**src/hw/rtl/dlr_pkg.sv**
```systemverilog
// Shared types, codes and defaults of the dense layer with ReLU.
`default_nettype none

package dlr_pkg;

	// Fixed field widths of the transactions
	localparam int CMD_W  = 2;
	localparam int IDX_W  = 4;
	localparam int VAL_W  = 16;
	localparam int BIAS_W = 32;
	localparam int ACT_W  = 31;

	// Defaults of the top-level parameters
	localparam int N_DEF      = 16;
	localparam int DATA_W_DEF = 16;
	localparam int ACC_W_DEF  = 32;

	// Command codes
	localparam logic [CMD_W-1:0] CMD_WEIGHT = 2'd0;
	localparam logic [CMD_W-1:0] CMD_BIAS   = 2'd1;
	localparam logic [CMD_W-1:0] CMD_SAMPLE = 2'd2;

	// Sequencer states
	typedef enum logic [2:0] {
		ST_IDLE,
		ST_FEED,
		ST_FLUSH,
		ST_LOAD,
		ST_DRAIN
	} state_t;

	// Control bits that travel with a sample element along the cell row
	typedef struct packed {
		logic v;
		logic first;
		logic last;
	} strm_ctl_t;

	// Store write strobes broadcast to the cells
	typedef struct packed {
		logic wen;
		logic ben;
	} wr_ctl_t;

endpackage

`default_nettype wire

```
**src/hw/rtl/dlr_cell.sv**
```systemverilog
// One neuron cell: weight column, bias, MAC accumulator and result shift stage.
`default_nettype none

module dlr_cell #(
	parameter  int N        = dlr_pkg::N_DEF,
	parameter  int DATA_W   = dlr_pkg::DATA_W_DEF,
	parameter  int ACC_W    = dlr_pkg::ACC_W_DEF,
	parameter  int CELL_IDX = 0,
	localparam int KW       = (N > 1) ? $clog2(N) : 1
) (
	input  logic                           clk,
	input  logic                           arst_n,
	// store writes
	input  dlr_pkg::wr_ctl_t               wr,
	input  logic [dlr_pkg::IDX_W-1:0]      wr_neuron,
	input  logic [KW-1:0]                  wr_k,
	input  logic [DATA_W-1:0]              wr_w,
	input  logic [ACC_W-1:0]               wr_b,
	// sample stream from the left neighbour and on to the right one
	input  dlr_pkg::strm_ctl_t             ctl_in,
	input  logic signed [DATA_W-1:0]       x_in,
	input  logic [KW-1:0]                  k_in,
	output dlr_pkg::strm_ctl_t             ctl_out,
	output logic signed [DATA_W-1:0]       x_out,
	output logic [KW-1:0]                  k_out,
	// result chain towards the output
	input  logic                           capture,
	input  logic                           shift,
	input  logic [dlr_pkg::ACT_W-1:0]      res_in,
	output logic [dlr_pkg::ACT_W-1:0]      res_out
);
	import dlr_pkg::*;

	localparam int PW = 2 * DATA_W;

	logic [DATA_W-1:0]        wmem [N];
	logic                     hit;
	logic signed [DATA_W-1:0] w_s1;
	logic signed [DATA_W-1:0] x_s1;
	logic [KW-1:0]            k_s1;
	strm_ctl_t                ctl_s1;
	logic signed [PW-1:0]     prod_full;
	logic [ACC_W-1:0]         prod_ext;
	logic [ACC_W-1:0]         prod_s2;
	strm_ctl_t                ctl_s2;
	logic [ACC_W-1:0]         bias_q;
	logic [ACC_W-1:0]         acc_q;
	logic [ACT_W-1:0]         act_d;
	logic [ACT_W-1:0]         res_q;

	assign hit = (int'(wr_neuron) == CELL_IDX);

	// weight column: one write port, registered read at the streamed index
	always_ff @(posedge clk) begin
		if (wr.wen && hit) begin
			wmem[wr_k] <= wr_w;
		end
		w_s1 <= wmem[k_in];
	end

	// bias word
	always_ff @(posedge clk) begin
		if (wr.ben && hit) begin
			bias_q <= wr_b;
		end
	end

	// stage 1 payload, also handed to the right neighbour
	always_ff @(posedge clk) begin
		x_s1 <= x_in;
		k_s1 <= k_in;
	end

	// stream control through both stages
	always_ff @(posedge clk or negedge arst_n) begin
		if (!arst_n) begin
			ctl_s1 <= '0;
			ctl_s2 <= '0;
		end else begin
			ctl_s1 <= ctl_in;
			ctl_s2 <= ctl_s1;
		end
	end

	assign ctl_out = ctl_s1;
	assign x_out   = x_s1;
	assign k_out   = k_s1;

	// product, wrapped or sign-extended to the accumulator width
	assign prod_full = x_s1 * w_s1;

	generate
		if (ACC_W > PW) begin : g_prod_sext
			assign prod_ext = {{(ACC_W - PW){prod_full[PW-1]}}, prod_full};
		end else begin : g_prod_wrap
			assign prod_ext = prod_full[ACC_W-1:0];
		end
	endgenerate

	always_ff @(posedge clk) begin
		prod_s2 <= prod_ext;
	end

	// accumulate; the first element starts from the bias
	always_ff @(posedge clk) begin
		if (ctl_s2.v) begin
			acc_q <= (ctl_s2.first ? bias_q : acc_q) + prod_s2;
		end
	end

	// ReLU, saturating where the accumulator is wider than the activation plus a sign bit
	generate
		if (ACC_W > ACT_W + 1) begin : g_act_sat
			always_comb begin
				if (acc_q[ACC_W-1]) begin
					act_d = '0;
				end else if (|acc_q[ACC_W-2:ACT_W]) begin
					act_d = '1;
				end else begin
					act_d = acc_q[ACT_W-1:0];
				end
			end
		end else begin : g_act_fit
			assign act_d = acc_q[ACC_W-1] ? '0 : ACT_W'(acc_q[ACC_W-2:0]);
		end
	endgenerate

	// result chain: load all cells at once, then shift towards cell 0
	always_ff @(posedge clk) begin
		if (capture) begin
			res_q <= act_d;
		end else if (shift) begin
			res_q <= res_in;
		end
	end

	assign res_out = res_q;

endmodule

`default_nettype wire

```
**config.mk**
```make
export PLATFORM = sky130hd
export DESIGN_NAME = dlr_cell
export DESIGN_NICKNAME = d
export VERILOG_FILES = /design/src/hw/rtl/dlr_pkg.sv /design/src/hw/rtl/dlr_cell.sv
export SDC_FILE = /design/constraint.sdc
export NUM_CORES = 1
export LEC_CHECK = 0
export ABC_AREA = 1
export BUFFER_PORTS_ARGS = -buffer_cell sky130_fd_sc_hd__buf_2
export CORE_MARGIN = 1
export CORE_UTILIZATION = 55
export DETAILED_ROUTE_END_ITERATION = 12
export GPL_TIMING_DRIVEN = 0
export PLACE_DENSITY = 0.73
export SETUP_SLACK_MARGIN = 0.5
export SLEW_MARGIN = 10
export SYNTH_ARGS = -nofsm -noshare
export SYNTH_HDL_FRONTEND = slang
export SYNTH_SLANG_ARGS = --single-unit
```
**constraint.sdc**
```tcl
create_clock -name clk -period 7.01 [get_ports clk]
set_input_delay 1.0515 -clock clk [delete_from_list [all_inputs] [get_ports clk]]
set_output_delay 1.0515 -clock clk [all_outputs]
set_load 0.01 [all_outputs]
```
### Word level (Yosys, flattened, before mapping)

Memory sizes are Yosys's and may differ from the RTL's. A register that Yosys moved wholly into a read port is not among the register bits.
Index checks and enable logic that the tools add are counted.

| storage, ports and cells | value |
|---|---|
| register bits | 152 |
| memory bits (writable) | 256 |
| input bits | 116 |
| output and inout port bits | 54 |
| word-level logic and storage cells | 24 |
| memories | 1 |

Memories:

| memory | depth | bits a word | rd ports | clocked after Yosys merged registers in | write ports | RTL line | text |
|---|---|---|---|---|---|---|---|
| wmem | 16 | 16 | 1 | 1 | 1 | dlr_cell.sv:36 | `logic [DATA_W-1:0] wmem [N];` |

| cells by class | value |
|---|---|
| add/sub/neg operators | 1 |
| $mul | 1 |
| mux-type cells | 6 |
| reductions and logical operators | 4 |

Operators by type and width:

| cell | count |
|---|---|
| 31-bit 2-to-1 mux | 3 |
| 32-bit adder | 1 |
| 16-bit by 16-bit multiplier with 32-bit output | 1 |
| 32-bit 2-to-1 mux | 1 |
| 4-bit logical NOT | 1 |
| 1-bit logical AND | 2 |
| 1-bit 2-to-1 mux | 2 |
| 2-bit nonzero test | 1 |

### Depth between registers and ports, before layout

Gate-level depths: netlist of the first run.

| logic depth | value |
|---|---|
| word-level depth | 4 |
| depth in mapped cells | 26 |

### Least setup slack after synthesis of the first run

OpenSTA, ideal clock, no wires.

| timing | value |
|---|---|
| kind | register to register |
| start | reg x_s1[15] (netlist: x_out[15]) |
| end | reg prod_s2[30] |
| setup time | 0.112 ns |
| arrival | 5.326 ns |
| path slack | 1.571 ns |
| stages on the path, launching flop included | 21 |
| buffers on the path | 1 |
| clock period less this slack | 5.439 ns |
| path through | dfxtp_1 clkbuf_1 nand2_1 fa_1 inv_1 fa_1 inv_1 fa_1 fa_1 fa_1 fa_1 inv_1 ha_1 nand2_1 inv_1 nand2_1 nor3_1 and2_1 nand2_1 nand3_1 nand2_1 |

| between the ends | value |
|---|---|
| cells in the longest elaborated chain, start to end | 1 |

Ends and longest elaborated chain:

| element | RTL line | text |
|---|---|---|
| from (decl) | dlr_cell.sv:39 | `logic signed [DATA_W-1:0] x_s1;` |
| from (signal assigned) | dlr_cell.sv:70 | `x_s1 <= x_in;` |
| 16-bit by 16-bit multiplier with 32-bit output | dlr_cell.sv:90 | `assign prod_full = x_s1 * w_s1;` |
| via prod_ext[30] | dlr_cell.sv:43 | `logic [ACC_W-1:0] prod_ext;` |
| to (signal assigned) | dlr_cell.sv:101 | `prod_s2 <= prod_ext;` |
| to (decl) | dlr_cell.sv:44 | `logic [ACC_W-1:0] prod_s2;` |

The timed path passes the listed nets, and every way through them passes these cells.
A chain may end at the register's enable or synchronous reset.

### Final worst setup path of the first run

| timing | value |
|---|---|
| start | reg x_s1[6] (netlist: x_out[6]) |
| end | reg prod_s2[22] |

The elaborated chain is that of the path after synthesis.

==> results of run 1 <==
## layer usage
layer  wire (microns)  share of wire  track usage
met1            30200           0.40        0.383
met2            36700           0.49        0.500
met3             5330          0.071       0.0415
met4             2720          0.036        0.109
met5                0              0            0
## cell type report
type | count | area share
inverters | 685 | 0.0808
clock inverters | 22 | 0.00704
well taps | 672 | 0.0264
clock buffers | 62 | 0.0390
plain buffers | 113 | 0.0164
multi-input cells | 1739 | 0.417
flip-flops and latches | 424 | 0.378
repair buffers | 186 | 0.0352
## through the flow
stage | hold WS (ns) | util
2_1_floorplan | 0.416 | -
3_3_place_gp | 0.358 | 0.595
3_5_place_dp | 0.359 | 0.601
4_1_cts | 0.253 | 0.630
5_1_grt | 0.261 | 0.631
6_report | 0.281 | 0.631
## cell usage in the layout (no fill, tap or decap), types with 12 or more instances in the layout
cell / Yosys / routed
nand4_1: 18 / 18
buf_8: 1 / 12
fa_1: 263 / 263
o211ai_1: 64 / 64
ha_1: 113 / 113
dfxtp_1: 68 / 68
nand3_1: 88 / 88
nor2_2: 0 / 16
nand2_1: 655 / 655
edfxtp_1: 351 / 351
buf_2: 6 / 175
nor2_1: 112 / 95
clkbuf_1: 91 / 87
clkbuf_16: 0 / 46
xor2_1: 30 / 30
nor3_1: 13 / 13
mux2i_1: 63 / 63
inv_1: 684 / 684
clkbuf_2: 0 / 17
a21oi_1: 119 / 119
o21ai_0: 164 / 164
o21bai_1: 12 / 12
## worst paths after layout
path	startpoint	end	slack, ns	depth (start not counted)
max	x_out[6]	prod_s2[22]	0.78	21
min	arst_n	ctl_out[0]	0.28	1
max reg2reg	x_out[6]	prod_s2[22]	0.78	21
min reg2reg	ctl_out[2]	ctl_s2[2]	0.37	0
max in group asynchronous	arst_n	ctl_s2[2]	6.58	1
min in group clk	ctl_out[2]	ctl_s2[2]	0.37	0
## state kept, by name, summed over array words and instances, names as in the netlist
register and flops:
acc_q 32, x_out 16, k_out 4, prod_s2 32, ctl_out 3, wmem 256, ctl_s2 2, bias_q 32
res_out 31, w_s1 16
## cell families after synthesis
family | Yosys count
and+or+nand+nor | 903
muxes | 63
DFF | 424
xor gates and xnor gates | 37
buffers and inverters | 798
adders and majority gates | 376
AOI/OAI and AO/OA | 360
## repair_timing
item                                    4_1_cts  5_1_grt
hold buffers                                  0        0
setup buffers                                 0        0
resized for setup                             0       34
endpoints found under the setup margin        0       16
==> reports/summary.txt, run 1 <==
outcome: finished clean
CP Class: flip-flop to flip-flop
Netlist cell types: 32
Final Cell Area: 31800 sq um
final setup TNS: 0 ns
FILL cells: 4198
Core ar.: 50500 sq um
n_diodes: 0
post-route insts no fill: 3903
pin count of the biggest net entering global routing: 33
Root Buffer: clkbuf_16
layout cells sized above 1: 0.0969
Top Family by Delay on Critical Path: adder cells
CTS sink cnt: 424
die area: 52400 sq um
Avg Cell Area, Syn: 9.57 sq um
area grow syn2layout: 12.3%
Seq/Total Area, Yosys: 0.425
Tcrit/Tclk final: 0.888
Synth Warn #: 0
Synth Area in Compound Gates: 0.0704
crit path launch type: flip-flop
crit-path cells: clkbuf_1 -> nand2_1 -> fa_1 -> inv_1 -> fa_1 -> inv_1 -> fa_1 -> inv_1 -> fa_1 -> fa_1 -> inv_1 -> fa_1 -> inv_1 -> ha_1 -> nand2_1 -> nor2_1 -> inv_1 -> nor2_1 -> nand4_1 -> nand4_1 -> nand2_1
die height: 229 microns
CP Data Arrival Time: 6.69 ns
slowest cell on the critical path: dfxtp_1
most numerous cell in the Yosys netlist: inv_1
Max Root-Sink Buffers: 3
Critical Path Fanout Max: 10
Die Wd: 229 microns
DR WL/cell: 19.2 microns
Primary FF master, synth: edfxtp_1
Multi-input gate area: 13300 sq um
Placed Cells: 3819
GRT Total Usage: 0.294
DP HPWL: 58.7 mm
Rel. slew slack: 0.406
CP endpoint kind: flip-flop
Hold Path Class: primary input to async pin
Required @ worst endpoint: 7.47 ns
largest area contributor in the netlist: edfxtp_1
nets: 3686
DRT iter0 DRCs: 1823
vias per cell: 5.35
PnR worst setup slack: 0.784 ns
Max Cap Violations: 0
placed inst area: 30300 sq um
# H-tree levels: 2
Inserted Clock Buffers: 45
Post-route DRC: 0
worst-margin pin slew: 0.890 ns
Final Max Slew Viols: 0
Pre-Repair DR Iteration Count: 6
synth top area cells: edfxtp_1 37%, fa_1 19%, inv_1 9.1%, nand2_1 8.7%, ha_1 5.0%
DP Worst Slack: 0.705 ns
Post-Syn Nets: 3453
initial core utilization: 0.561
Max Clk Rate: 0.161 GHz
io pins: 170
Worst-Skew Late Latency: 0.60 ns
count of state elements after synthesis: 424
Post-synth ARST share: 0.0118
FP Rows: 82
top cell type's share of synthesized area: 0.372
Synth Cell Area: 28300 sq um
Post-Syn Instances: 2961
gpl congestion: 0.962
mux contribution to synthesized area: 0.0223
Synth Area in Simple Gates: 0.127
CTS tree: built
input/output buffers: 169
largest family of logic cells by synthesized area: adder cells
Tmin final: 6.23 ns
Post-synth EDFFs: 351
Final Hold Fails: 0
commonest cells in the netlist: 684 x inv_1, 655 x nand2_1, 351 x edfxtp_1
final setup vio count: 0
ANT nets after route: 0
CP peak stage delay: 0.64 ns
Clock Skew: 0.0299 ns
RSZ-0062 raised after global routing: yes
total gr overflow: 0
register area: 12000 sq um
vias after detailed routing: 20900
buffers and inverters on the worst path: 7
CTS clk-pin slew, worst paths: 0.06 ns
vias in the first global route: 21400
Synth Area in Adders: 0.236
initial antenna violation count: 0
Post-Synth XOR/XNOR Area: 0.0114
final WL: 74.9 mm
first-pass GRT wire length: 118 mm
Power of run 1 is left out: the tool's default activity adds up to more than one toggle a clock period on the data nets, which glitch-free logic cannot reach.
==> inputs of run 2 (changes only) <==
--- a/config.mk
+++ b/config.mk
@@ -6,12 +6,12 @@
 export NUM_CORES = 1
 export LEC_CHECK = 0
 export ABC_AREA = 1
-export BUFFER_PORTS_ARGS = -buffer_cell sky130_fd_sc_hd__buf_2
 export CORE_MARGIN = 1
 export CORE_UTILIZATION = 55
 export DETAILED_ROUTE_END_ITERATION = 12
+export DONT_BUFFER_PORTS = 1
 export GPL_TIMING_DRIVEN = 0
-export PLACE_DENSITY = 0.73
+export PLACE_DENSITY = 0.7
 export SETUP_SLACK_MARGIN = 0.5
 export SLEW_MARGIN = 10
 export SYNTH_ARGS = -nofsm -noshare
==> reports/summary.txt, run 2 (synthesized netlist as in run 1, its figures left out) <==
outcome: finished clean (unchanged)
Die Wd: 229 microns (unchanged)
initial antenna violation count: 0 (unchanged)
area grow syn2layout: 9.65% (was 12.3%)
n_diodes: 0 (unchanged)
final setup TNS: 0 ns (unchanged)
DRT iter0 DRCs: 1635 (was 1823)
Required @ worst endpoint: 7.48 ns (was 7.47 ns)
CP Data Arrival Time: 6.74 ns (was 6.69 ns)
CTS tree: built (unchanged)
Root Buffer: clkbuf_16 (unchanged)
commonest cells after routing, fill and taps aside: 684 x inv_1, 655 x nand2_1, 351 x edfxtp_1, 263 x fa_1, 164 x o21ai_0 (was 684 x inv_1, 655 x nand2_1, 351 x edfxtp_1, 263 x fa_1, 175 x buf_2)
CTS sink cnt: 424 (unchanged)
Tcrit/Tclk final: 0.894 (was 0.888)
Hold Buf Count CTS: 0 (unchanged)
Hold Path Class: primary input to async pin (unchanged)
die height: 229 microns (unchanged)
Rel. slew slack: 0.455 (was 0.406)
worst-margin pin slew: 0.816 ns (was 0.890 ns)
DP HPWL: 57.8 mm (was 58.7 mm)
Final Max Slew Viols: 0 (unchanged)
commonest non-fill, non-tap cell in the layout: inv_1 (unchanged)
vias after detailed routing: 20100 (was 20900)
CP endpoint kind: flip-flop (unchanged)
layout cells sized above 1: 0.0493 (was 0.0969)
largest register by flop count: wmem (unchanged)
Final Hold Fails: 0 (unchanged)
initial core utilization: 0.561 (unchanged)
nets: 3517 (was 3686)
vias in the first global route: 20600 (was 21400)
Top Family by Delay on Critical Path: adder cells (unchanged)
vias per cell: 5.37 (was 5.35)
Pre-Repair DR Iteration Count: 6 (unchanged)
DR WL/cell: 19.7 microns (was 19.2 microns)
final setup vio count: 0 (unchanged)
Post-route DRC: 0 (unchanged)
first-pass GRT wire length: 115 mm (was 118 mm)
slowest cell on the critical path: fa_1 (was dfxtp_1)
Inserted Clock Buffers: 45 (unchanged)
# H-tree levels: 2 (unchanged)
Tmin final: 6.27 ns (was 6.23 ns)
io pins: 170 (unchanged)
R2R Setup Slk: 0.74 ns (was 0.78 ns)
CTS clk-pin slew, worst paths: 0.07 ns (was 0.06 ns)
CP peak stage delay: 0.55 ns (was 0.64 ns)
gpl congestion: 0.932 (was 0.962)
input/output buffers: 0 (was 169)
crit path launch type: flip-flop (unchanged)
CP Class: flip-flop to flip-flop (unchanged)
Max Root-Sink Buffers: 3 (unchanged)
Core ar.: 50500 sq um (unchanged)
Max Cap Violations: 0 (unchanged)
max FFs per register: 256 (unchanged)
RSZ-0062 raised after global routing: yes (unchanged)
GRT Total Usage: 0.288 (was 0.294)
total gr overflow: 0 (unchanged)
crit-path cells: clkbuf_1 -> clkbuf_2 -> nand2_1 -> fa_1 -> inv_1 -> fa_1 -> inv_1 -> fa_1 -> inv_1 -> fa_1 -> fa_1 -> inv_1 -> fa_1 -> inv_1 -> ha_1 -> nand2_1 -> inv_1 -> nand2_1 -> nor2_1 -> nand4_1 -> nand3_1 -> xor2_1 (was clkbuf_1 -> nand2_1 -> fa_1 -> inv_1 -> fa_1 -> inv_1 -> fa_1 -> inv_1 -> fa_1 -> fa_1 -> inv_1 -> fa_1 -> inv_1 -> ha_1 -> nand2_1 -> nor2_1 -> inv_1 -> nor2_1 -> nand4_1 -> nand4_1 -> nand2_1)
final WL: 73.5 mm (was 74.9 mm)
ANT nets after route: 0 (unchanged)
buffers and inverters on the worst path: 8 (was 7)
Critical Path Fanout Max: 10 (unchanged)
Max Clk Rate: 0.159 GHz (was 0.161 GHz)
FP Rows: 82 (unchanged)
pin count of the biggest net entering global routing: 33 (unchanged)
Clock Skew: 0.0299 ns (about the same)
Worst-Skew Late Latency: 0.61 ns (was 0.60 ns)
die area: 52400 sq um (unchanged)
[run 2: cell types whose count changed in the layout (fill, tap and decap cells not counted), sizes merged]
cell	change
buf	-168
bufinv	+3
clkbuf	-3
clkinv	+1
inv	-2
[run 2: layout make-up]
type | instances | area [sq um]
timing repair buffer | 17 | 253
sequential | 424 | 12000
fill | 4213 | 19400
clock buffer | 60 | 1230
clock inverter | 24 | 335
tap | 672 | 841
buffer | 113 | 524
inverter | 685 | 2570
multi-input combinational | 1739 | 13300
[run 2: metal layers]
layer  vias up  GRT usage  share of wire
met5         -          0              0
met4         0      0.121          0.045
met3       195     0.0473          0.075
met2       853      0.480           0.48
met1      9597      0.375           0.40
li1       9405          -              -
[run 2: stage by stage]
step | instances | util | setup WS (ns) | cell area, sq um | hold WS, ns
after global routing | 3734 | 0.615 | 0.495 | 31100 | 0.133
after global placement | 3633 | 0.578 | 0.635 | 29200 | 0.438
after detailed placement | 3650 | 0.584 | 0.592 | 29500 | 0.443
after CTS | 3734 | 0.615 | 0.540 | 31000 | 0.128
final | 3734 | 0.615 | 0.740 | 31100 | 0.155
after floorplan | 2961 | - | 1.57 | 28300 | 0.416
[run 2: worst register-to-register path: cells and delay by family (launching register included)]
| family | cells | cell delay, ns |
|---|---|---|
| adders and majority gates | 7 | 3.42 |
| buffers and inverters | 8 | 1.26 |
| and+or+nand+nor | 6 | 0.79 |
| DFF | 1 | 0.40 |
| xor gates and xnor gates | 1 | 0.28 |
[run 2: timing repair]
item	4_1_cts	5_1_grt
setup endpoints to repair	0	16
resized for setup	0	40
endpoints found under the hold margin	0	0
setup buffers	0	0
[run 2: worst paths after layout]
kind,depth (start not counted),startpoint,to
setup / recovery,22,x_out[5],prod_s2[21]
hold / removal,0,arst_n,ctl_out[0]
setup reg to reg,22,x_out[5],prod_s2[21]
hold reg to reg,0,ctl_out[2],ctl_s2[2]
max in group asynchronous,0,arst_n,ctl_s2[2]
min in group clk,0,ctl_out[2],ctl_s2[2]
Power of run 2 is left out for the same reason.
